===== config.mk =====
export PLATFORM = sky130hd
export DESIGN_NAME = sensor_trimmed_mean_deviation_flat
export DESIGN_NICKNAME = d
export VERILOG_FILES = /design/src/sv/stmd_pkg.sv /design/src/sv/stmd_in_if.sv /design/src/sv/stmd_out_if.sv /design/src/sv/stmd_ram.sv /design/src/sv/stmd_div.sv /design/src/sv/sensor_trimmed_mean_deviation.sv /design/src/flat_wrapper.sv
export SDC_FILE = /design/constraint.sdc
export NUM_CORES = 2
export LEC_CHECK = 0
export BUFFER_PORTS_ARGS = -buffer_cell sky130_fd_sc_hd__buf_2
export CAP_MARGIN = 20
export CORE_UTILIZATION = 55
export CTS_CLUSTER_SIZE = 14
export DETAILED_ROUTE_END_ITERATION = 16
export PLACE_DENSITY = 0.74
export SYNTH_ARGS = -nofsm -noshare
export SYNTH_HDL_FRONTEND = slang
export SYNTH_HIERARCHICAL = 1
export SYNTH_SLANG_ARGS = --single-unit

===== constraint.sdc =====
create_clock -name clk_i -period 10.4 [get_ports clk_i]
set_clock_uncertainty 0.2 [all_clocks]
set_input_delay 2.08 -clock clk_i [delete_from_list [all_inputs] [get_ports clk_i]]
set_output_delay 2.08 -clock clk_i [all_outputs]
set_load 0.005 [all_outputs]

===== src/sv/stmd_pkg.sv =====
// Package for the trimmed-mean sensor deviation block.
// Holds window sizing, arithmetic widths and register indexes; no dependencies.
package stmd_pkg;

  // Samples per window and derived counter widths.
  localparam int WIN_LEN = 10;
  localparam int CNT_W   = $clog2(WIN_LEN);
  localparam int K_W     = $clog2(WIN_LEN + 2);
  localparam int MID     = WIN_LEN / 2;
  localparam int NCH     = 3;

  // Field widths.
  localparam int SMP_W = 8;
  localparam int LVL_W = 15;
  localparam int DEV_W = 8;
  localparam int SUM_W = 10;

  // Shared divider and multiplier widths.
  localparam int NUM_W = 50;
  localparam int DEN_W = 17;
  localparam int DCNT_W = 6;
  localparam int MUL_W = 27;
  localparam int QW    = 10;
  localparam int QB_W  = 4;

  // Arithmetic constants.
  localparam int PCT       = 100;
  localparam int SAT_LEVEL = 25500;
  localparam int DEV_SCALE = 1000;
  localparam int FILT_DIV  = 10;
  localparam int CLAMP     = 100;

  // Reciprocals for the divisions by three and by ten: x/3 = (x*683) >> 11 holds for
  // x below 2048, x/10 = (x*52429) >> 19 holds far beyond the filter's range.
  localparam int RECIP3     = 683;
  localparam int RECIP3_SH  = 11;
  localparam int RECIP10    = 52429;
  localparam int RECIP10_SH = 19;

  // Configuration register indexes.
  localparam int CFG_IDX_W = 1;
  typedef enum logic [CFG_IDX_W-1:0] {
    CFG_BIAS  = 1'b0,
    CFG_LIMIT = 1'b1
  } cfg_idx_e;

endpackage


===== src/sv/stmd_in_if.sv =====
// Input channel of the deviation block: one word of three sensor samples.
// Depends on stmd_pkg for field widths.
interface stmd_in_if;
  logic                          valid;
  logic                          ready;
  logic [stmd_pkg::SMP_W-1:0]    left_sample;
  logic [stmd_pkg::SMP_W-1:0]    right_sample;
  logic [stmd_pkg::SMP_W-1:0]    middle_sample;
  logic                          kind;
  logic                          running;

  modport source(output valid, left_sample, right_sample, middle_sample, kind, running,
                 input ready);
  modport sink(input valid, left_sample, right_sample, middle_sample, kind, running,
               output ready);
endinterface


===== src/sv/stmd_out_if.sv =====
// Output channel of the deviation block: levels and filtered steering deviation.
// Depends on stmd_pkg for field widths.
interface stmd_out_if;
  logic                          valid;
  logic                          ready;
  logic [stmd_pkg::LVL_W-1:0]    left_level;
  logic [stmd_pkg::LVL_W-1:0]    right_level;
  logic [stmd_pkg::LVL_W-1:0]    middle_level;
  logic signed [stmd_pkg::DEV_W-1:0] steer_deviation;

  modport source(output valid, left_level, right_level, middle_level, steer_deviation,
                 input ready);
  modport sink(input valid, left_level, right_level, middle_level, steer_deviation,
               output ready);
endinterface


===== src/sv/stmd_ram.sv =====
// Generic single-port RAM with registered read data.
// No dependencies.
module stmd_ram #(
  parameter int WIDTH = 8,
  parameter int DEPTH = 16
) (
  input  logic                                   clk_i,
  input  logic                                   we_i,
  input  logic [((DEPTH > 1) ? $clog2(DEPTH) : 1)-1:0] addr_i,
  input  logic [WIDTH-1:0]                       wdata_i,
  output logic [WIDTH-1:0]                       rdata_o
);

  logic [WIDTH-1:0] mem_q [DEPTH];

  // One access per cycle: a write when enabled, plus a registered read (old data on a write).
  always_ff @(posedge clk_i) begin
    if (we_i) begin
      mem_q[addr_i] <= wdata_i;
    end
    rdata_o <= mem_q[addr_i];
  end

endmodule


===== src/sv/stmd_div.sv =====
// Shared restoring divider, one quotient bit per cycle.
// Depends on stmd_pkg for operand widths.
module stmd_div (
  input  logic                          clk_i,
  input  logic                          rst_ni,
  input  logic                          start_i,
  input  logic [stmd_pkg::NUM_W-1:0]    num_i,
  input  logic [stmd_pkg::DEN_W-1:0]    den_i,
  output logic                          done_o,
  output logic [stmd_pkg::NUM_W-1:0]    quot_o
);

  logic                          busy_q;
  logic [stmd_pkg::DCNT_W-1:0]   cnt_q;
  logic [stmd_pkg::NUM_W-1:0]    qr_q;
  logic [stmd_pkg::DEN_W-1:0]    rem_q;
  logic [stmd_pkg::DEN_W-1:0]    den_q;
  logic [stmd_pkg::DEN_W:0]      trial;
  logic                          ge;
  logic [stmd_pkg::DEN_W:0]      diff;
  logic                          last_step;

  // Shift in the next numerator bit and try a subtract.
  assign trial     = {rem_q, qr_q[stmd_pkg::NUM_W-1]};
  assign ge        = trial >= {1'b0, den_q};
  assign diff      = trial - {1'b0, den_q};
  assign quot_o    = qr_q;
  assign last_step = busy_q && !start_i &&
                     (cnt_q == stmd_pkg::DCNT_W'(stmd_pkg::NUM_W - 1));

  always_ff @(posedge clk_i or negedge rst_ni) begin
    if (!rst_ni) begin
      busy_q <= 1'b0;
      done_o <= 1'b0;
      cnt_q  <= '0;
    end else begin
      done_o <= last_step;
      if (start_i) begin
        busy_q <= 1'b1;
        cnt_q  <= '0;
        qr_q   <= num_i;
        den_q  <= den_i;
        rem_q  <= '0;
      end else if (busy_q) begin
        rem_q <= ge ? diff[stmd_pkg::DEN_W-1:0] : trial[stmd_pkg::DEN_W-1:0];
        qr_q  <= {qr_q[stmd_pkg::NUM_W-2:0], ge};
        cnt_q <= cnt_q + 1'b1;
        if (last_step) begin
          busy_q <= 1'b0;
        end
      end
    end
  end

endmodule


===== src/sv/sensor_trimmed_mean_deviation.sv =====
// Top level: windowed trimmed-mean normalizer with left/right steering deviation.
// Depends on stmd_pkg, stmd_in_if, stmd_out_if, stmd_ram and stmd_div.
//
//   channel   direction  handshake        content
//   samp_i    in         valid/ready      left/right/middle samples, kind, running
//   res_o     out        valid/ready      three levels and steer_deviation
//   cfg_*_i   in         write enable     deviation_bias (0), spike_limit (1)
//
// Words that do not end their window are taken back to back. At window end each
// channel is ranked over the sample RAM and its mean taken by a reciprocal multiply;
// ready stays low meanwhile. A measurement adds a divide for each channel that needs
// one, then the deviation divide, square-root search and filter, and waits longer
// while the last result word has not been taken. Reset clears min/max, the last levels,
// the filter and the bias and sets spike_limit to 60; the sample RAM is not cleared.
module sensor_trimmed_mean_deviation (
  input  logic                              clk_i,
  input  logic                              rst_ni,
  stmd_in_if.sink                           samp_i,
  stmd_out_if.source                        res_o,
  input  logic                              cfg_we_i,
  input  logic [stmd_pkg::CFG_IDX_W-1:0]    cfg_idx_i,
  input  logic [7:0]                        cfg_data_i
);

  typedef enum logic [3:0] {
    ST_IDLE, ST_RANK, ST_MEAN, ST_CHAN, ST_NORM, ST_SPIKE, ST_DM1, ST_DM2,
    ST_DDIV, ST_BM1, ST_BM2, ST_BCMP, ST_FILT, ST_FDIV, ST_DONE
  } state_e;

  localparam int RAM_W = 3 * stmd_pkg::SMP_W;
  localparam int PW    = 2 * stmd_pkg::MUL_W;

  state_e                             state_q;
  logic [stmd_pkg::CNT_W-1:0]         cnt_q;
  logic                               kind_q;
  logic                               rej_q;
  logic signed [7:0]                  bias_q;
  logic [7:0]                         limit_q;
  logic [1:0]                         ch_q;
  logic [stmd_pkg::CNT_W-1:0]         i_q;
  logic [stmd_pkg::K_W-1:0]           k_q;
  logic [stmd_pkg::CNT_W-1:0]         rank_q;
  logic [7:0]                         pivot_q;
  logic [stmd_pkg::SUM_W-1:0]         sum_q;
  logic [7:0]                         mean_q;
  logic [7:0]                         min_q [stmd_pkg::NCH];
  logic [7:0]                         max_q [stmd_pkg::NCH];
  logic [stmd_pkg::LVL_W-1:0]         last_q [stmd_pkg::NCH];
  logic [stmd_pkg::LVL_W-1:0]         lvl_q [stmd_pkg::NCH];
  logic [stmd_pkg::LVL_W-1:0]         cand_q;
  logic [stmd_pkg::DEN_W-1:0]         s_q;
  logic                               dneg_q;
  logic [PW-1:0]                      prod_q;
  logic [stmd_pkg::NUM_W-1:0]         lim_q;
  logic [stmd_pkg::QW-1:0]            q_q;
  logic [stmd_pkg::QB_W-1:0]          bit_q;
  logic                               fneg_q;
  logic signed [7:0]                  prev_q;
  logic                               div_start_q;
  logic [stmd_pkg::NUM_W-1:0]         div_num_q;
  logic [stmd_pkg::DEN_W-1:0]         div_den_q;
  logic                               ovalid_q;
  logic [stmd_pkg::LVL_W-1:0]         oleft_q, oright_q, omid_q;
  logic signed [7:0]                  odev_q;

  logic                               acc;
  logic                               ram_we;
  logic [stmd_pkg::CNT_W-1:0]         ram_addr;
  logic [stmd_pkg::CNT_W-1:0]         rd_addr;
  logic [RAM_W-1:0]                   ram_rdata;
  logic [7:0]                         cur;
  logic [stmd_pkg::K_W-1:0]           jx;
  logic                               hit;
  logic [stmd_pkg::CNT_W-1:0]         rank_n;
  logic                               in_mid;
  logic                               div_go;
  logic                               div_done;
  logic [stmd_pkg::NUM_W-1:0]         div_quot;
  logic [stmd_pkg::MUL_W-1:0]         mul_a, mul_b;
  logic [PW-1:0]                      prod;
  logic [stmd_pkg::QW-1:0]            qtry;
  logic signed [15:0]                 dsig;
  logic [stmd_pkg::LVL_W-1:0]         absd;
  logic [stmd_pkg::LVL_W-1:0]         spdiff;
  logic signed [11:0]                 raw_s;
  logic signed [15:0]                 fx;
  logic [15:0]                        fmag;
  logic signed [10:0]                 fs;
  logic signed [7:0]                  fclamp;
  logic                               ch_last;

  // Input handshake and sample RAM port.
  assign acc            = samp_i.valid & samp_i.ready;
  assign samp_i.ready   = (state_q == ST_IDLE);
  assign ram_we         = acc;
  assign ram_addr       = ram_we ? cnt_q : rd_addr;

  stmd_ram #(.WIDTH(RAM_W), .DEPTH(stmd_pkg::WIN_LEN)) u_ram (
    .clk_i   (clk_i),
    .we_i    (ram_we),
    .addr_i  (ram_addr),
    .wdata_i ({samp_i.middle_sample, samp_i.right_sample, samp_i.left_sample}),
    .rdata_o (ram_rdata)
  );

  // The divider starts for a normalization with mean above min and a nonzero span, and for the deviation.
  assign div_go = (state_q == ST_DM2) ||
                  ((state_q == ST_CHAN) && kind_q && (min_q[ch_q] < mean_q) &&
                   (max_q[ch_q] > min_q[ch_q]));

  stmd_div u_div (
    .clk_i   (clk_i),
    .rst_ni  (rst_ni),
    .start_i (div_start_q),
    .num_i   (div_num_q),
    .den_i   (div_den_q),
    .done_o  (div_done),
    .quot_o  (div_quot)
  );

  // Ranking: step 0 reads the pivot, later steps read every sample in turn.
  always_comb begin
    if (k_q == '0) begin
      rd_addr = i_q;
    end else if (k_q > stmd_pkg::K_W'(stmd_pkg::WIN_LEN)) begin
      rd_addr = '0;
    end else begin
      rd_addr = stmd_pkg::CNT_W'(k_q - 1'b1);
    end
  end

  assign cur    = ram_rdata[ch_q*8 +: 8];
  assign jx     = k_q - stmd_pkg::K_W'(2);
  assign hit    = (cur < pivot_q) ||
                  ((cur == pivot_q) && (jx < stmd_pkg::K_W'(i_q)));
  assign rank_n = rank_q + stmd_pkg::CNT_W'(hit);
  assign in_mid = (rank_n == stmd_pkg::CNT_W'(stmd_pkg::MID - 1)) ||
                  (rank_n == stmd_pkg::CNT_W'(stmd_pkg::MID)) ||
                  (rank_n == stmd_pkg::CNT_W'(stmd_pkg::MID + 1));
  assign ch_last = (ch_q == 2'(stmd_pkg::NCH - 1));

  // Deviation terms and spike distance.
  assign dsig   = $signed({1'b0, lvl_q[1]}) - $signed({1'b0, lvl_q[0]});
  assign absd   = dsig[15] ? stmd_pkg::LVL_W'(-dsig) : stmd_pkg::LVL_W'(dsig);
  assign spdiff = (last_q[ch_q] >= cand_q) ? last_q[ch_q] - cand_q : cand_q - last_q[ch_q];
  assign qtry   = q_q | (stmd_pkg::QW'(1) << bit_q);

  // Shared multiplier operand select; the product is combinational, some states register it.
  always_comb begin
    case (state_q)
      ST_MEAN: begin
        mul_a = stmd_pkg::MUL_W'(sum_q);
        mul_b = stmd_pkg::MUL_W'(stmd_pkg::RECIP3);
      end
      ST_DM1: begin
        mul_a = stmd_pkg::MUL_W'(stmd_pkg::DEV_SCALE);
        mul_b = stmd_pkg::MUL_W'(absd);
      end
      ST_DM2, ST_BM2: begin
        mul_a = prod_q[stmd_pkg::MUL_W-1:0];
        mul_b = prod_q[stmd_pkg::MUL_W-1:0];
      end
      ST_BM1: begin
        mul_a = stmd_pkg::MUL_W'(qtry);
        mul_b = stmd_pkg::MUL_W'(s_q);
      end
      ST_FILT: begin
        mul_a = stmd_pkg::MUL_W'(fmag);
        mul_b = stmd_pkg::MUL_W'(stmd_pkg::RECIP10);
      end
      default: begin
        mul_a = '0;
        mul_b = '0;
      end
    endcase
  end
  assign prod = mul_a * mul_b;

  // Low-pass filter numerator and clamped result.
  assign raw_s  = (dneg_q ? -$signed({2'b00, q_q}) : $signed({2'b00, q_q})) +
                  $signed({{4{bias_q[7]}}, bias_q});
  assign fx     = ($signed({{8{prev_q[7]}}, prev_q}) <<< 1) +
                  ($signed({{4{raw_s[11]}}, raw_s}) <<< 3);
  assign fmag   = fx[15] ? 16'(-fx) : 16'(fx);
  assign fs     = fneg_q ? -$signed({1'b0, prod_q[stmd_pkg::RECIP10_SH +: stmd_pkg::QW]})
                         : $signed({1'b0, prod_q[stmd_pkg::RECIP10_SH +: stmd_pkg::QW]});
  always_comb begin
    if (fs > 11'sd100) begin
      fclamp = 8'sd100;
    end else if (fs < -11'sd100) begin
      fclamp = -8'sd100;
    end else begin
      fclamp = fs[7:0];
    end
  end

  // Output channel.
  assign res_o.valid           = ovalid_q;
  assign res_o.left_level      = oleft_q;
  assign res_o.right_level     = oright_q;
  assign res_o.middle_level    = omid_q;
  assign res_o.steer_deviation = odev_q;

  // Sequencer with all state and registered outputs.
  always_ff @(posedge clk_i or negedge rst_ni) begin
    if (!rst_ni) begin
      state_q     <= ST_IDLE;
      cnt_q       <= '0;
      rej_q       <= 1'b0;
      bias_q      <= '0;
      limit_q     <= 8'd60;
      prev_q      <= '0;
      ovalid_q    <= 1'b0;
      div_start_q <= 1'b0;
      for (int c = 0; c < stmd_pkg::NCH; c++) begin
        min_q[c]  <= 8'hFF;
        max_q[c]  <= '0;
        last_q[c] <= '0;
      end
    end else begin
      div_start_q <= div_go;

      // Register writes.
      if (cfg_we_i) begin
        case (cfg_idx_i)
          stmd_pkg::CFG_BIAS:  bias_q  <= cfg_data_i;
          stmd_pkg::CFG_LIMIT: limit_q <= cfg_data_i;
          default: ;
        endcase
      end

      // A taken word frees the output register; the load state handles it itself.
      if (ovalid_q && res_o.ready && (state_q != ST_DONE)) begin
        ovalid_q <= 1'b0;
      end

      case (state_q)
        // Take one sample word; the last one of a window starts the work.
        ST_IDLE: begin
          if (acc) begin
            if (cnt_q == stmd_pkg::CNT_W'(stmd_pkg::WIN_LEN - 1)) begin
              cnt_q  <= '0;
              kind_q <= samp_i.kind;
              if (samp_i.kind && samp_i.running) begin
                rej_q <= 1'b1;
              end
              ch_q    <= '0;
              i_q     <= '0;
              k_q     <= '0;
              rank_q  <= '0;
              sum_q   <= '0;
              state_q <= ST_RANK;
            end else begin
              cnt_q <= cnt_q + 1'b1;
            end
          end
        end

        // Rank each sample; the three middle ranks feed the sum.
        ST_RANK: begin
          if (k_q == stmd_pkg::K_W'(1)) begin
            pivot_q <= cur;
          end
          if (k_q == stmd_pkg::K_W'(stmd_pkg::WIN_LEN + 1)) begin
            if (in_mid) begin
              sum_q <= sum_q + stmd_pkg::SUM_W'(pivot_q);
            end
            k_q    <= '0;
            rank_q <= '0;
            if (i_q == stmd_pkg::CNT_W'(stmd_pkg::WIN_LEN - 1)) begin
              state_q <= ST_MEAN;
            end else begin
              i_q <= i_q + 1'b1;
            end
          end else begin
            if (k_q >= stmd_pkg::K_W'(2)) begin
              rank_q <= rank_n;
            end
            k_q <= k_q + 1'b1;
          end
        end

        // Mean of the middle three by reciprocal multiply.
        ST_MEAN: begin
          mean_q  <= prod[stmd_pkg::RECIP3_SH +: stmd_pkg::SMP_W];
          state_q <= ST_CHAN;
        end

        // Calibrate min/max, or pick the level path.
        ST_CHAN: begin
          if (!kind_q) begin
            if (mean_q > max_q[ch_q]) max_q[ch_q] <= mean_q;
            if (mean_q < min_q[ch_q]) min_q[ch_q] <= mean_q;
            if (ch_last) begin
              state_q <= ST_IDLE;
            end else begin
              ch_q    <= ch_q + 1'b1;
              i_q     <= '0;
              sum_q   <= '0;
              state_q <= ST_RANK;
            end
          end else if (min_q[ch_q] >= mean_q) begin
            cand_q  <= stmd_pkg::LVL_W'(1);
            state_q <= ST_SPIKE;
          end else if (max_q[ch_q] <= min_q[ch_q]) begin
            cand_q  <= stmd_pkg::LVL_W'(stmd_pkg::SAT_LEVEL);
            state_q <= ST_SPIKE;
          end else begin
            div_num_q   <= stmd_pkg::NUM_W'(stmd_pkg::LVL_W'(stmd_pkg::PCT) *
                                             stmd_pkg::LVL_W'(mean_q - min_q[ch_q]));
            div_den_q   <= stmd_pkg::DEN_W'(max_q[ch_q] - min_q[ch_q]);
            state_q     <= ST_NORM;
          end
        end

        ST_NORM: begin
          if (div_done) begin
            cand_q  <= div_quot[stmd_pkg::LVL_W-1:0];
            state_q <= ST_SPIKE;
          end
        end

        // Once a running measurement has armed rejection, a jump of at least the limit keeps the last level.
        ST_SPIKE: begin
          if (rej_q && (spdiff >= stmd_pkg::LVL_W'(limit_q))) begin
            lvl_q[ch_q] <= last_q[ch_q];
          end else begin
            lvl_q[ch_q]  <= cand_q;
            last_q[ch_q] <= cand_q;
          end
          if (ch_last) begin
            state_q <= ST_DM1;
          end else begin
            ch_q    <= ch_q + 1'b1;
            i_q     <= '0;
            sum_q   <= '0;
            state_q <= ST_RANK;
          end
        end

        // n = 1000*|R-L|, then n*n, then divide by S.
        ST_DM1: begin
          s_q     <= stmd_pkg::DEN_W'(lvl_q[0]) + stmd_pkg::DEN_W'(lvl_q[1]) +
                     stmd_pkg::DEN_W'(lvl_q[2]) + stmd_pkg::DEN_W'(1);
          dneg_q  <= dsig[15];
          prod_q  <= prod;
          state_q <= ST_DM2;
        end

        ST_DM2: begin
          div_num_q   <= prod[stmd_pkg::NUM_W-1:0];
          div_den_q   <= s_q;
          state_q     <= ST_DDIV;
        end

        ST_DDIV: begin
          if (div_done) begin
            lim_q   <= div_quot;
            q_q     <= '0;
            bit_q   <= stmd_pkg::QB_W'(stmd_pkg::QW - 1);
            state_q <= ST_BM1;
          end
        end

        // Bit search for the largest q with (q*S)^2 <= n*n/S.
        ST_BM1: begin
          prod_q  <= prod;
          state_q <= ST_BM2;
        end

        ST_BM2: begin
          prod_q  <= prod;
          state_q <= ST_BCMP;
        end

        ST_BCMP: begin
          if (prod_q <= PW'(lim_q)) begin
            q_q <= qtry;
          end
          if (bit_q == '0) begin
            state_q <= ST_FILT;
          end else begin
            bit_q   <= bit_q - 1'b1;
            state_q <= ST_BM1;
          end
        end

        // Filter: (2*last + 8*raw) / 10, truncated toward zero, by reciprocal multiply, clamped to +-100.
        ST_FILT: begin
          fneg_q  <= fx[15];
          prod_q  <= prod;
          state_q <= ST_FDIV;
        end

        ST_FDIV: begin
          prev_q  <= fclamp;
          state_q <= ST_DONE;
        end

        // Load the result word once the output register is free.
        ST_DONE: begin
          if (!ovalid_q || res_o.ready) begin
            ovalid_q <= 1'b1;
            oleft_q  <= lvl_q[0];
            oright_q <= lvl_q[1];
            omid_q   <= lvl_q[2];
            odev_q   <= prev_q;
            state_q  <= ST_IDLE;
          end
        end

        default: state_q <= ST_IDLE;
      endcase
    end
  end

endmodule

===== src/flat_wrapper.sv =====
// flat-port wrapper written by rule: the top's interface ports become plain ports
module sensor_trimmed_mean_deviation_flat 
  (clk_i, rst_ni, cfg_we_i, cfg_idx_i, cfg_data_i, samp_i_valid, samp_i_left_sample, samp_i_right_sample, samp_i_middle_sample, samp_i_kind, samp_i_running, samp_i_ready, res_o_valid, res_o_left_level, res_o_right_level, res_o_middle_level, res_o_steer_deviation, res_o_ready);
  stmd_in_if samp_i_i ();
  stmd_out_if res_o_i ();
  input  logic clk_i;
  input  logic rst_ni;
  input  logic cfg_we_i;
  input  logic [stmd_pkg::CFG_IDX_W-1:0] cfg_idx_i;
  input  logic [7:0] cfg_data_i;
  input wire logic [$bits(samp_i_i.valid)-1:0] samp_i_valid;
  input wire logic [$bits(samp_i_i.left_sample)-1:0] samp_i_left_sample;
  input wire logic [$bits(samp_i_i.right_sample)-1:0] samp_i_right_sample;
  input wire logic [$bits(samp_i_i.middle_sample)-1:0] samp_i_middle_sample;
  input wire logic [$bits(samp_i_i.kind)-1:0] samp_i_kind;
  input wire logic [$bits(samp_i_i.running)-1:0] samp_i_running;
  output wire logic [$bits(samp_i_i.ready)-1:0] samp_i_ready;
  output wire logic [$bits(res_o_i.valid)-1:0] res_o_valid;
  output wire logic [$bits(res_o_i.left_level)-1:0] res_o_left_level;
  output wire logic [$bits(res_o_i.right_level)-1:0] res_o_right_level;
  output wire logic [$bits(res_o_i.middle_level)-1:0] res_o_middle_level;
  output wire logic [$bits(res_o_i.steer_deviation)-1:0] res_o_steer_deviation;
  input wire logic [$bits(res_o_i.ready)-1:0] res_o_ready;
  assign samp_i_i.valid = samp_i_valid;
  assign samp_i_i.left_sample = samp_i_left_sample;
  assign samp_i_i.right_sample = samp_i_right_sample;
  assign samp_i_i.middle_sample = samp_i_middle_sample;
  assign samp_i_i.kind = samp_i_kind;
  assign samp_i_i.running = samp_i_running;
  assign samp_i_ready = samp_i_i.ready;
  assign res_o_valid = res_o_i.valid;
  assign res_o_left_level = res_o_i.left_level;
  assign res_o_right_level = res_o_i.right_level;
  assign res_o_middle_level = res_o_i.middle_level;
  assign res_o_steer_deviation = res_o_i.steer_deviation;
  assign res_o_i.ready = res_o_ready;
  sensor_trimmed_mean_deviation u_core (.clk_i(clk_i), .rst_ni(rst_ni), .samp_i(samp_i_i), .res_o(res_o_i), .cfg_we_i(cfg_we_i), .cfg_idx_i(cfg_idx_i), .cfg_data_i(cfg_data_i));
endmodule

-- Word-level counts from Yosys, hierarchy flattened
Memories as Yosys holds them, arrays and structs flattened. A register that Yosys moved wholly into a read port is not among the register bits.
Index checks and enable logic that the tools add are counted.
Widths: inputs -> output; s select.
- flip-flop bits (word level): 533
- memory bits (writable): 285
- output and inout bits: 55
- logic and storage cells: 308
- memories: 2
- add/sub/neg operators: 25
- $mul: 2
- magnitude comparators: 18
- equal/unequal tests: 42
- shift-type cells: 2
- mux-type cells: 106
- bitwise gates (word level): 7
- reduce and logical (&&, ||, !) cells: 59
- memories (memory ; words ; bits a word ; rd ports ; clocked after memory_dff ; wr ports ; line ; source):
    u_core.u_ram.mem_q ; 10 ; 24 ; 1 ; 1 ; 1 ; stmd_ram.sv:14 ; logic [WIDTH-1:0] mem_q [DEPTH];
    u_core.lvl_q ; 3 ; 15 ; 3 ; 0 ; 1 ; sensor_trimmed_mean_deviation.sv:49 ; logic [stmd_pkg::LVL_W-1:0] lvl_q [stmd_pkg::NCH];
- operator list (operator ; number):
    $pmux 27 s5 ; 2
    $mux 50 ; 5
    $mux 15 ; 10
    $pmux 50 s2 ; 1
    $mux 4 ; 23
    $mux 17 ; 5
    $mux 10 ; 8
    $pmux 4 s15 ; 1
    $mux 8 ; 7
    $le 54x50->1 ; 1
    $mul 27x27->54 ; 1
    $bwmux 24 ; 2
    $bwmux 45 ; 1
    $eq 4x4->1 const B ; 10
    $pmux 10 s4 ; 1
    $pmux 17 s2 ; 1
    $bmux 8 s2 ; 2
    $bmux 15 s2 ; 1
    $demux 15 s2 ; 1
    $pmux 15 s2 ; 1
    $sub 15x15->15 ; 2
    $eq 4x3->1 const B ; 7
    $lt 8x8->1 ; 3
    $pmux 4 s2 ; 3
    75 further kinds ; 162

-- Depth between registers and ports, before layout
- depth in word-level cells: 13
- mapped depth: 52
- gate-level depth less buffers: 50

-- Hierarchy
The synthesis kept the hierarchy.
- modules (own cells, without submodules) (module ; times used ; cells an instance ; area each (um^2) ; sequential area each (um^2)):
    sensor_trimmed_mean_deviation ; 1 ; 5162 ; 51015.2 ; 13988.4
    stmd_ram ; 1 ; 475 ; 9768.1 ; 7687.4
    stmd_div ; 1 ; 378 ; 4842.1 ; 2722.6

-- Worst setup path after synthesis
No wires, ideal clock.
- path kind: flip-flop to flip-flop
- start point: register u_core/q_q[0] (netlist name)
- end point: register u_core/div_num_q[48] (netlist name), data pin
- setup time: 255 ps
- data arrival time: 10777 ps
- data required time: 9945 ps
- path slack: -832 ps
- stages on the path, launching flop included: 51
- period minus slack after synthesis: 11232 ps
- cell sequence: edfxtp_1 inv_1 ha_1 nand2b_1 xnor2_1 ha_1 nor2b_1 o21ai_0 nand2b_1 a21o_1 a21o_1 a21o_1 a21o_1 a21o_1 a21oi_1 xnor2_1 ha_1 and3_1 (+15 left out) inv_1 fa_1 inv_1 fa_1 inv_1 fa_1 inv_1 ha_1 a21o_1 a311oi_1 o21ai_0 o22a_1 a311o_1 a21oi_1 o21a_1 o21ai_0 xor2_1 and2_1
- cells in the longest elaborated chain, start to end: 9
- elaborated cells between the ends (all ways): 10
- those cells by class: 4 x add/sub; 1 x mul; 4 x mux; 1 x bitwise
- ends and longest elaborated chain (what ; line ; source):
    start, declared ; sensor_trimmed_mean_deviation.sv:55 ; logic [stmd_pkg::QW-1:0] q_q;
    start signal, assigned ; sensor_trimmed_mean_deviation.sv:378 ; q_q <= qtry;
    $neg 10->12 ; sensor_trimmed_mean_deviation.sv:180 ; assign raw_s = (dneg_q ? -$signed({2'b00, q_q}) : $signed({2'b00, q_q})) +
    $mux 12 ; sensor_trimmed_mean_deviation.sv:180 ;
    $add 12x8->12 ; sensor_trimmed_mean_deviation.sv:180 ;
    $add 9x15->16 ; sensor_trimmed_mean_deviation.sv:182 ; assign fx = ($signed({{8{prev_q[7]}}, prev_q}) <<< 1) +
    $neg 16->16 ; sensor_trimmed_mean_deviation.sv:184 ; assign fmag = fx[15] ? 16'(-fx) : 16'(fx);
    $mux 16 ; sensor_trimmed_mean_deviation.sv:184 ;
    $pmux 27 s5 * ; sensor_trimmed_mean_deviation.sv:150 ; case (state_q)
    $mul 27x27->54 * ; sensor_trimmed_mean_deviation.sv:177 ; assign prod = mul_a * mul_b;
    net u_core.prod[48] ; sensor_trimmed_mean_deviation.sv:80 ; logic [PW-1:0] prod;
    $pmux 50 s2 * ; sensor_trimmed_mean_deviation.sv:237 ; case (state_q)
    end signal, assigned ; sensor_trimmed_mean_deviation.sv:309 ; div_num_q <= stmd_pkg::NUM_W'(stmd_pkg::LVL_W'(stmd_pkg::PCT) *
    end signal, assigned ; sensor_trimmed_mean_deviation.sv:351 ; div_num_q <= prod[stmd_pkg::NUM_W-1:0];
    end, declared ; sensor_trimmed_mean_deviation.sv:60 ; logic [stmd_pkg::NUM_W-1:0] div_num_q;
The timed path passes the listed nets; every way through them passes the cells marked *.
A chain may end at the register's enable or synchronous reset.

-- Final worst setup path
- start point: register u_core/q_q[1] (netlist name)
- end point: register u_core.prod_q[52], data pin
- cells in the longest elaborated chain, start to end: 8
- elaborated cells between the ends (all ways): 9
- those cells by class: 4 x add/sub; 1 x mul; 3 x mux; 1 x bitwise
- ends and longest elaborated chain (what ; line ; source):
    $neg 10->12 ; sensor_trimmed_mean_deviation.sv:180 ;
    $mux 12 * ; sensor_trimmed_mean_deviation.sv:180 ;
    $add 12x8->12 * ; sensor_trimmed_mean_deviation.sv:180 ;
    $add 9x15->16 * ; sensor_trimmed_mean_deviation.sv:182 ;
    net u_core.fx[15] ; sensor_trimmed_mean_deviation.sv:86 ; logic signed [15:0] fx;
    $neg 16->16 ; sensor_trimmed_mean_deviation.sv:184 ;
    $mux 16 * ; sensor_trimmed_mean_deviation.sv:184 ;
    $pmux 27 s5 * ; sensor_trimmed_mean_deviation.sv:150 ;
    $mul 27x27->54 * ; sensor_trimmed_mean_deviation.sv:177 ;
    net u_core.prod[52] ; sensor_trimmed_mean_deviation.sv:80 ;
    end signal, assigned ; sensor_trimmed_mean_deviation.sv:346 ; prod_q <= prod;
    end signal, assigned ; sensor_trimmed_mean_deviation.sv:367 ; prod_q <= prod;
    end signal, assigned ; sensor_trimmed_mean_deviation.sv:372 ; prod_q <= prod;
    end, declared ; sensor_trimmed_mean_deviation.sv:53 ; logic [PW-1:0] prod_q;
Marked as above.

==> impl_metrics.xml <==
<?xml version="1.0" encoding="UTF-8"?>
<metrics>
  <group name="synth">
    <metric name="post_synthesis_cell_area" unit="mm²">0.0656</metric>
    <metric name="synthesis.yosys.warnings" unit="">6</metric>
    <metric name="synthesis.instances" unit="">6015</metric>
    <metric name="async_flop_share" unit="%">16.2</metric>
    <metric name="postSynthAreaPerCell" unit="µm²">10.9</metric>
    <metric name="synth-seq-cells" unit="">842</metric>
    <metric name="post_synthesis_net_count" unit="">7144</metric>
    <metric name="yosys_most_used_dff" unit="">sky130_fd_sc_hd__edfxtp_1</metric>
    <metric name="synth.distinct_cells" unit="">102</metric>
    <metric name="seq_area_frac_synth" unit="%">37.2</metric>
    <metric name="synth_edf_count" unit="">682</metric>
  </group>
  <group name="placed_design">
    <metric name="dp_cells" unit="">7846</metric>
    <metric name="post-place-ws" unit="ps">-841</metric>
    <metric name="post_place_instance_area" unit="mm²">0.0711</metric>
    <metric name="place.gp.congestion" unit="">1.04</metric>
    <metric name="placement.io_buffers" unit="">94</metric>
    <metric name="hpwlAfterDp" unit="µm">146000</metric>
  </group>
  <group name="route">
    <metric name="route.vias.total" unit="">47300</metric>
    <metric name="detail_route.wl_per_cell" unit="µm">23.7</metric>
    <metric name="firstDrtPassIters" unit="">6</metric>
    <metric name="drtAntennaViolNets" unit="">0</metric>
    <metric name="drt-total-wl" unit="µm">192000</metric>
    <metric name="drc_errors" unit="">0</metric>
    <metric name="vias_per_cell" unit="">5.85</metric>
    <metric name="detail_route.iter0.violations" unit="">4922</metric>
  </group>
  <group name="clock_tree">
    <metric name="cts-root-to-sink-buffers" unit="">3</metric>
    <metric name="numCtsBuffers" unit="">87</metric>
    <metric name="tritoncts_clock_tree" unit="">built</metric>
    <metric name="clock-sinks" unit="">842</metric>
    <metric name="clkSlewWorstSetupHoldPaths" unit="ps">60</metric>
    <metric name="cts_hold_buf" unit="">0</metric>
    <metric name="ctsRootBufferMaster" unit="">sky130_fd_sc_hd__clkbuf_16</metric>
    <metric name="cts_max_level" unit="">3</metric>
    <metric name="worstSkewPairLatency" unit="ps">710</metric>
  </group>
  <group name="die">
    <metric name="design.die.area" unit="mm²">0.121</metric>
    <metric name="fp.dieH" unit="µm">347</metric>
    <metric name="chipWidth" unit="µm">347</metric>
    <metric name="starting_utilization_of_the_core_area" unit="%">55.5</metric>
    <metric name="fp.coreArea" unit="mm²">0.118</metric>
    <metric name="std_cell_rows" unit="">126</metric>
    <metric name="top_level_ports" unit="">95</metric>
  </group>
  <group name="power_and_ir_drop">
    <metric name="highest_ir_drop_seen_on_vdd" unit="µV">220</metric>
    <metric name="power_per_cell_area" unit="mW/mm²">210</metric>
    <metric name="p_leak" unit="nW">34.5</metric>
  </group>
  <group name="job">
    <metric name="max_cap_viol_count" unit="">0</metric>
  </group>
  <group name="sta">
    <metric name="grt_setup_unrepaired" unit="">true</metric>
    <metric name="slew-limit-headroom" unit="%">22.7</metric>
    <metric name="timing.final.crit_period" unit="ps">10880</metric>
    <metric name="max_clock_freq" unit="MHz">91.9</metric>
    <metric name="max_slew.worst_pin.slew" unit="ps">1160</metric>
    <metric name="setup_ws" unit="ps">-476</metric>
    <metric name="final_max_slew_viol_count" unit="">0</metric>
    <metric name="min_period_over_period" unit="%">105</metric>
    <metric name="setup-violations-final" unit="">47</metric>
    <metric name="final_hold_viol_count" unit="">0</metric>
  </group>
  <group name="worst_setup_path">
    <metric name="number_of_cell_instances_on_the_worst_register_to_register_path" unit="">50</metric>
    <metric name="critPathLaunchType" unit="">register</metric>
    <metric name="worst_path_most_repeated_cell" unit="">sky130_fd_sc_hd__fa_1</metric>
    <metric name="rr_endpoint" unit="">u_core/prod_q[52]$_DFFE_PP_</metric>
    <metric name="arrival" unit="ps">11060</metric>
    <metric name="reg2reg_slack" unit="ps">-480</metric>
    <metric name="critPathRequiredTime" unit="ps">10580</metric>
    <metric name="critical_path_class" unit="">register to register</metric>
    <metric name="cp-end-kind" unit="">register</metric>
    <metric name="crit_reg_reg_startpoint" unit="">u_core/q_q[1]$_SDFFCE_PP0P_</metric>
    <metric name="worst-path-max-fanout" unit="">8</metric>
    <metric name="slowest_stage" unit="">sky130_fd_sc_hd__fa_1</metric>
    <metric name="crit_path_max_incr_delay" unit="ps">570</metric>
  </group>
  <group name="layout">
    <metric name="final-instance-count-excl-fill" unit="">8078</metric>
    <metric name="design_area" unit="mm²">0.0762</metric>
    <metric name="multi_input_comb_area" unit="mm²">0.0379</metric>
    <metric name="fillerInstances" unit="">8996</metric>
    <metric name="regArea" unit="mm²">0.0244</metric>
    <metric name="areaGrowthSynthToFinish" unit="%">16.1</metric>
    <metric name="layout-drive-gt1-share" unit="%">20.4</metric>
    <metric name="final_nets" unit="">7591</metric>
  </group>
  <group name="hold_path">
    <metric name="holdPathStages" unit="">0</metric>
    <metric name="worst_min_delay_path_category" unit="">register to register</metric>
    <metric name="holdPathEnd" unit="">u_core/u_div/den_q[10]$_DFFE_PP_</metric>
    <metric name="hp-start" unit="">u_core/div_den_q[10]$_DFFE_PP_</metric>
  </group>
  <group name="status">
    <metric name="status" unit="">finished with violations</metric>
    <metric name="failed_checks" unit="">negative setup slack</metric>
  </group>
  <group name="grt">
    <metric name="grt_max_degree" unit="">127</metric>
    <metric name="vias_in_the_first_global_route" unit="">48100</metric>
    <metric name="number_of_antenna_violations_at_the_first_check_in_global_routing" unit="">11</metric>
    <metric name="first_pass_grt_wire_length" unit="µm">289000</metric>
    <metric name="grt-ovfl-total" unit="">0</metric>
    <metric name="grt.total_usage" unit="%">31.7</metric>
  </group>
</metrics>
## cell families (layout without fill, tap and decap cells)
family / Yosys count / count (layout) / synth area share [%]
buffers and inverters: 1253 / 1773 / 7.37
AND/OR/NAND/NOR: 1477 / 1477 / 10.3
AO/OA/AOI/OAI: 836 / 836 / 8.35
multiplexers: 325 / 325 / 6.09
XOR/XNOR: 192 / 192 / 2.56
flip-flops: 842 / 842 / 37.2
other: 0 / 7 / 0
adder cells (fa/ha/maj): 1090 / 1090 / 28.1
## power by group
group          switching, mW  internal (mW)  total [mW]
Combinational           4.89           3.63        8.52
Sequential             0.266           3.96        4.22
Clock                   1.40           1.82        3.22
Total                   6.55           9.41        16.0
## worst max path at each step
| stage | cells after the start | end | start | slack, ps |
|---|---|---|---|---|
| finish | 50 | u_core/prod_q[52]$_DFFE_PP_ | u_core/q_q[1]$_SDFFCE_PP0P_ | -480 |
| CTS | 47 | u_core/prod_q[52]$_DFFE_PP_ | u_core/q_q[1]$_SDFFCE_PP0P_ | -370 |
| detailed placement | 45 | u_core/prod_q[51]$_DFFE_PP_ | u_core/q_q[1]$_SDFFCE_PP0P_ | -840 |
| global placement | 46 | u_core/div_num_q[48]$_SDFFCE_PN0P_ | u_core/q_q[0]$_SDFFCE_PP0P_ | -640 |
| floorplan | 50 | u_core/div_num_q[48]$_SDFFCE_PN0P_ | u_core/q_q[0]$_SDFFCE_PP0P_ | -20 |
| global route | 48 | u_core/prod_q[52]$_DFFE_PP_ | u_core/q_q[0]$_SDFFCE_PP0P_ | -880 |
## cells in the mapped netlist, drive strengths merged (41+ instances only)
cell	number	area (µm²)
xnor2	122	1070
and2	157	982
a21o	101	758
a22oi	57	428
mux2i	67	671
inv	1016	3810
edfxtp	682	20500
buf	52	327
nand3	55	280
fa	640	12800
dfrtp	108	2700
nor3	41	210
mux2	234	2790
xor2	70	613
o21ai	179	907
nor2	310	1170
nand2	676	2550
ha	449	5620
clkbuf	181	681
nor2b	46	288
a21oi	230	1160
and3	49	307
## state kept, by name (all words and copies together) (netlist names), 10 cells and up
name / cells
u_core/div_num_q: 50
u_core/lim_q: 50
u_core/s_q: 17
u_core/cand_q: 15
u_core/res_o.middle_level: 15
u_core/prod_q: 54
u_core/lvl_q: 45
u_core/sum_q: 10
u_core/u_ram/rdata_o: 24
u_core/last_q: 45
u_core/res_o.left_level: 15
u_core/u_div/quot_o: 50
u_core/u_div/rem_q: 17
u_core/q_q: 10
u_core/min_q: 24
u_core/u_ram/mem_q: 240
u_core/u_div/den_q: 17
u_core/max_q: 24
u_core/div_den_q: 17
u_core/res_o.right_level: 15
## final cells by class
type / instances / share of cell area (%)
multi-input combinational: 3920 / 49.8
sequential: 842 / 32.0
timing repair buffer: 591 / 6.68
inverter: 1020 / 5.04
clock buffer: 115 / 3.18
tap: 1536 / 2.52
clock inverter: 47 / 0.770
antenna: 7 / 0.0230
## critical path: cells and delay by family, from the launching register on
family | cells | cell delay [ps]
XOR/XNOR | 3 | 400
AND/OR/NAND/NOR | 5 | 630
flip-flops | 1 | 370
AO/OA/AOI/OAI | 20 | 3610
adder cells (fa/ha/maj) | 11 | 4530
buffers and inverters | 11 | 840
## what timing repair did
item,CTS,global route
setup endpoints to repair,62,76
gates resized for setup,112,199
pin swaps,55,154
setup buffers,21,41
gates cloned,1,7
## stage by stage
step	total power, mW	util [%]	setup TNS (ps)	hold slack (ps)
floorplan	8.15	-	-20.3	200
global placement	11.4	60.1	-20250	203
detailed placement	11.5	60.1	-28540	205
CTS	15.1	63.3	-7050	191
global route	16.7	64.4	-34600	191
finish	16.0	64.4	-12040	190
## routing by layer
metal	vias to the layer above	wire length, µm	global-route usage, %	share of wire (%)
met5	-	54	0	0.028
met4	8	7580	11.8	4.0
met3	384	20400	7.43	11
met2	2158	86700	48.9	45
met1	23900	77000	43.9	40
li1	20900	-	-	-
## layout by cell type, fill, tap and decap left out, types with 40 or more instances in the layout
cell                        Yosys  layout
sky130_fd_sc_hd__nand2_1      674     647
sky130_fd_sc_hd__a22oi_1       57      56
sky130_fd_sc_hd__o21ai_0      154     128
sky130_fd_sc_hd__ha_1         449     416
sky130_fd_sc_hd__xor2_1        70      61
sky130_fd_sc_hd__buf_4          3     406
sky130_fd_sc_hd__mux2_4        40      40
sky130_fd_sc_hd__buf_2         17      93
sky130_fd_sc_hd__nor2_1       308     293
sky130_fd_sc_hd__fa_1         640     620
sky130_fd_sc_hd__and3_1        49      46
sky130_fd_sc_hd__edfxtp_1     682     682
sky130_fd_sc_hd__nand3_1       54      52
sky130_fd_sc_hd__and2_1       157     147
sky130_fd_sc_hd__dfrtp_1      108     107
sky130_fd_sc_hd__buf_12         1      46
sky130_fd_sc_hd__clkbuf_16      0      96
sky130_fd_sc_hd__inv_1       1014     977
sky130_fd_sc_hd__a21o_1       101     100
sky130_fd_sc_hd__mux2_2       188     188
sky130_fd_sc_hd__nor2b_1       46      41
sky130_fd_sc_hd__xnor2_1      122     101
sky130_fd_sc_hd__a21oi_1      227     202
sky130_fd_sc_hd__mux2i_1       67      67
Note: power is estimated with default switching activity, not from simulation.
